--- src/rtl/smx_mul.sv ---
// shared signed multiplier with registered product
`timescale 1ns / 1ps
`default_nettype none
module smx_mul #(
    parameter int A_W = 34,
    parameter int B_W = 17
) (
    input  wire logic                     i_clk,
    input  wire logic signed [A_W-1:0]    i_a,
    input  wire logic signed [B_W-1:0]    i_b,
    output logic signed [A_W+B_W-1:0]     o_p
);
    always_ff @(posedge i_clk) begin
        o_p <= i_a * i_b;
    end
endmodule
`default_nettype wire

--- config.mk ---
export PLATFORM = sky130hd
export DESIGN_NAME = smx_mul
export DESIGN_NICKNAME = d
export VERILOG_FILES = /design/src/rtl/smx_mul.sv
export SDC_FILE = /design/constraint.sdc
export NUM_CORES = 2
export LEC_CHECK = 0
export BUFFER_PORTS_ARGS = -buffer_cell sky130_fd_sc_hd__buf_4
export CAP_MARGIN = 40
export CORE_MARGIN = 5
export CORE_UTILIZATION = 65
export CTS_CLUSTER_SIZE = 24
export DETAILED_ROUTE_END_ITERATION = 6
export GPL_TIMING_DRIVEN = 0
export PLACE_DENSITY = 0.82
export SETUP_SLACK_MARGIN = 0.2
export SYNTH_ARGS = -nofsm -noshare
export SYNTH_HDL_FRONTEND = slang
export SYNTH_SLANG_ARGS = --single-unit
--- constraint.sdc ---
create_clock -name i_clk -period 14.4 [get_ports i_clk]
set_input_delay 2.16 -clock i_clk [delete_from_list [all_inputs] [get_ports i_clk]]
set_output_delay 2.16 -clock i_clk [all_outputs]
set_load 0.01 [all_outputs]
* After elaboration in Yosys (flattened, before gate mapping) *
Cells that the tools add are included.

cells by class
  multipliers = 1

operators with widths
  operator                      count
  multiplier 34 x 17 -> 51 bit  1

word-level totals
  bits of input ports = 52
  register bits = 51
  word-level logic and storage cells = 2

* Depth between registers and ports, before layout *
  depth in word-level cells = 1
  mapped depth = 25
  mapped depth without buffers = 23

* Worst setup path before layout *
OpenSTA, ideal clock, no wires.

  kind = input -> register
  start point = in i_b[8]
  end point = reg o_p[50]
  slack = 6.253 ns
  stages on the path = 24
  data required time = 14.321 ns
  setup time = 0.079 ns
  arrival time = 8.068 ns
  path through = clkbuf_1 > clkbuf_1 > nand2_1 > fa_1 > inv_1 > fa_1 > inv_1 > fa_1 > inv_1 > fa_1 > fa_1 > inv_1 > fa_1 > inv_1 > ha_1 > a21o_1 > a21o_1 > a221oi_2 > o311ai_2 > a41oi_2 > nor3_2 > or4_1 > and3_1 > a211oi_2

on the way
  cells in the longest elaborated chain, start to end = 1

RTL lines
  what                          RTL line  RTL
  start, declared               10        input wire logic signed [B_W-1:0] i_b,
  multiplier 34 x 17 -> 51 bit  14        o_p <= i_a * i_b;
  end signal, assigned          14
  end, declared                 11        output logic signed [A_W+B_W-1:0] o_p

Every way passes these cells.

* Worst setup path in the final report *
  start point = in i_b[8]
  end point = reg o_p[44]

The elaborated chain is that of the path after synthesis.

==> out/summary.txt <==
RUN STATUS
-----------------------------------------------------------------------------------------
Result of the run                                                               completed

TIMING
-----------------------------------------------------------------------------------------
Actual transition at the worst max-transition pin                                902.5 ps
Crit share post-route                                                              65.24%
Count of endpoints failing setup in the final report                                    0
Final critical-path required period                                               9394 ps
Total count of hold-check failures in the final report                                  0
Final-layout setup total negative slack                                              0 ps
Hold slack                                                                        2157 ps
Worst rel slew slack                                                               39.83%
RSZ-0062 raised after global routing                                                false
Peak clock frequency supported by timing                                        106.4 MHz
Slew Viols, Final                                                                       0

CLOCK TREE
-----------------------------------------------------------------------------------------
CTS Hold Bufs                                                                           0
Number of sinks on the clock net                                                       51
Reg clk slew, reported paths                                                        80 ps
Deepest clock path buffer count                                                         2
TritonCTS clock tree                                                                built
Max H-tree Level                                                                        2
Library cell used as clock root buffer                                       sky130_fd_sc_hd__clkbuf_16
Postcts setup bufs                                                                      0
Post-cts gate resize count                                                              0
Number of buffers added by the clock tree synthesis step                                5

YOSYS
-----------------------------------------------------------------------------------------
Post-synth top flop                                                          sky130_fd_sc_hd__dfxtp_1
Share of synthesized area occupied by flip-flops and latches                       4.949%
Number of nets produced by synthesis                                                2,950
Distinct cells, synth                                                                  52
Number of storage elements in the synthesis netlist                                    51
Syn avg cell area                                                              9.259 um^2
Proportion of register bits with asynchronous set or reset after synthesis             0%
Count of flip-flops with a built-in enable after synthesis                              0
Number of synthesis warnings                                                            0
Instance count of the mapped netlist                                                2,228
Cell area after technology mapping                                           0.02063 mm^2

PLACED DESIGN
-----------------------------------------------------------------------------------------
Count of input and output buffers                                                      99
Routability-driven placement congestion ratio                                       1.055
Sum of net half-perimeters after detailed placement                              50.12 mm

CRITICAL PATH
-----------------------------------------------------------------------------------------
Worst-path fanout max                                                                  10
Required time of the worst setup path                                           14,600 ps
CP Capture Type                                                                      flop
Category of the worst setup path launch point                                  input port
Critical path data arrival time                                                   9600 ps
Worst setup path class                                                          in -> reg

FINISH
-----------------------------------------------------------------------------------------
# fillers                                                                           2,475
Ratio of cells with drive above 1 in the final layout                              5.139%
Register with the most flip-flops                                                     o_p
Area growth, synth to finish                                                       6.745%
Core occupancy in the finished layout                                              69.96%
Number of nets in the layout                                                        3,056
Regs by FF count                                                                  o_p x51
Number of antenna diodes                                                                0
Top library cells by usage in the layout, fill and taps aside                sky130_fd_sc_hd__fa_1, sky130_fd_sc_hd__inv_1, sky130_fd_sc_hd__nand2_1
Max FFs per register                                                                   51
Most common cell after layout, fill and taps aside                           sky130_fd_sc_hd__fa_1

GLOBAL ROUTE
-----------------------------------------------------------------------------------------
GR Util All Layers                                                                 34.51%
Largest net degree at the start of global routing                                      17
Antenna violations before repair                                                        0
First-pass GRT wire length                                                       93.43 mm
Vias in the first global route                                                     17,498
Overflow after GRT                                                                      0

ROUTING
-----------------------------------------------------------------------------------------
Final ANT Viol Nets                                                                     0
Number of DRC markers after the initial detailed-route iteration                    1,275
DRT Pass-1 Iters                                                                        5
Routed length per placed instance                                                21.51 um
Number of vias per cell after detailed routing                                      5.777
Final routed wirelength across all metal layers                                  58.87 mm
Routed vias                                                                        15,813
# DRC                                                                                   0

FLOORPLANNING
-----------------------------------------------------------------------------------------
Area of the core region                                                      0.03147 mm^2
Vert. Die Dim                                                                    188.1 um
X dimension of the die                                                           188.1 um
Initial Util                                                                       65.54%
Die ar.                                                                      0.03540 mm^2
Row count                                                                              65
Top Ports                                                                             103

FLOW RUN
-----------------------------------------------------------------------------------------
Max capacitance violation total                                                         0

MIN PATH
-----------------------------------------------------------------------------------------
Cell depth of the worst hold path                                                       2
Startpoint of the tightest hold check path                                         i_a[0]
Hold Crit Class                                                                 in -> reg
End point of the worst hold path                                             o_p[0]$_DFF_P_

[critical path, stage by stage]
cell and delay (ps):
sky130_fd_sc_hd__clkbuf_1 530, sky130_fd_sc_hd__clkbuf_1 750, sky130_fd_sc_hd__nand2_1 180, sky130_fd_sc_hd__fa_1 580
sky130_fd_sc_hd__inv_1 50, sky130_fd_sc_hd__fa_1 490, sky130_fd_sc_hd__inv_1 50, sky130_fd_sc_hd__fa_1 530
sky130_fd_sc_hd__inv_1 50, sky130_fd_sc_hd__fa_1 460, sky130_fd_sc_hd__fa_1 490, sky130_fd_sc_hd__inv_1 50
sky130_fd_sc_hd__fa_1 470, sky130_fd_sc_hd__inv_1 40, sky130_fd_sc_hd__ha_1 360, sky130_fd_sc_hd__a21o_1 210
sky130_fd_sc_hd__a21o_1 180, sky130_fd_sc_hd__a221oi_2 340, sky130_fd_sc_hd__o311ai_2 230, sky130_fd_sc_hd__a41oi_2 390
sky130_fd_sc_hd__o21bai_1 240, sky130_fd_sc_hd__o31ai_2 400, sky130_fd_sc_hd__o21ai_0 170, sky130_fd_sc_hd__xor2_1 160
[stage by stage]
step,cell area (um^2),std cells,setup slack [ps]
4_1_cts,22020,2737,5135
3_3_place_gp,21870,2729,4862
2_1_floorplan,20630,2228,6253
5_1_grt,22020,2737,4714
6_report,22020,2737,5006
3_5_place_dp,21870,2729,4807
[area by class of cell]
type / count / area [um^2] / area share (%)
multi-input cells: 1553 / 17260 / 78.40
inverters: 528 / 1982 / 9.000
flip-flops and latches: 51 / 1021 / 4.637
repair buffers: 99 / 743.2 / 3.375
well taps: 402 / 503.0 / 2.284
plain buffers: 96 / 361.6 / 1.642
clock buffers: 6 / 128.9 / 0.5853
clock inverters: 2 / 16.27 / 0.07387
[layer usage]
metal | up-vias | GRT usage, % | wire length (um)
met3 | 262 | 5.510 | 4899
met2 | 849 | 58.17 | 28760
met1 | 8048 | 41.26 | 20260
met5 | - | 0 | 0
li1 | 6654 | - | -
met4 | 0 | 22.47 | 4956
[synthesized netlist by cell type, types with 19 or more instances]
master / n / area, um^2
sky130_fd_sc_hd__fa_1: 551 / 11030
sky130_fd_sc_hd__inv_1: 528 / 1982
sky130_fd_sc_hd__nand2_1: 330 / 1239
sky130_fd_sc_hd__and2_1: 252 / 1577
sky130_fd_sc_hd__ha_1: 119 / 1489
sky130_fd_sc_hd__clkbuf_1: 94 / 352.8
sky130_fd_sc_hd__nor2_1: 62 / 232.7
sky130_fd_sc_hd__dfxtp_1: 51 / 1021
sky130_fd_sc_hd__a21oi_1: 40 / 200.2
sky130_fd_sc_hd__o21ai_0: 30 / 150.1
sky130_fd_sc_hd__xnor2_1: 30 / 262.8
sky130_fd_sc_hd__a21o_1: 21 / 157.7
sky130_fd_sc_hd__xor2_1: 19 / 166.4
[logic make-up (layout without fill, tap and decap cells)]
| group | count (synthesis) | after routing | share of synthesized area [%] |
|---|---|---|---|
| buf+inv | 624 | 731 | 11.36 |
| simple gates | 688 | 688 | 16.09 |
| compound gates | 146 | 146 | 4.834 |
| flops | 51 | 51 | 4.949 |
| xor+xnor | 49 | 49 | 2.080 |
| fa+ha+maj | 670 | 670 | 60.69 |
[how the worst max path moves through the flow]
stage / from / end / cells past startpoint / slack, ps
after detailed placement: i_b[8] / o_p[47]$_DFF_P_ / 24 / 4810
after floorplan: i_b[8] / o_p[50]$_DFF_P_ / 24 / 6250
after global placement: i_b[8] / o_p[44]$_DFF_P_ / 24 / 4860
after global routing: i_b[8] / o_p[47]$_DFF_P_ / 24 / 4710
final: i_b[8] / o_p[44]$_DFF_P_ / 24 / 5010
after CTS: i_b[8] / o_p[47]$_DFF_P_ / 24 / 5130
Power is left out: the tool's default activity adds up to more than one toggle a clock period on the data nets, which glitch-free logic cannot reach.
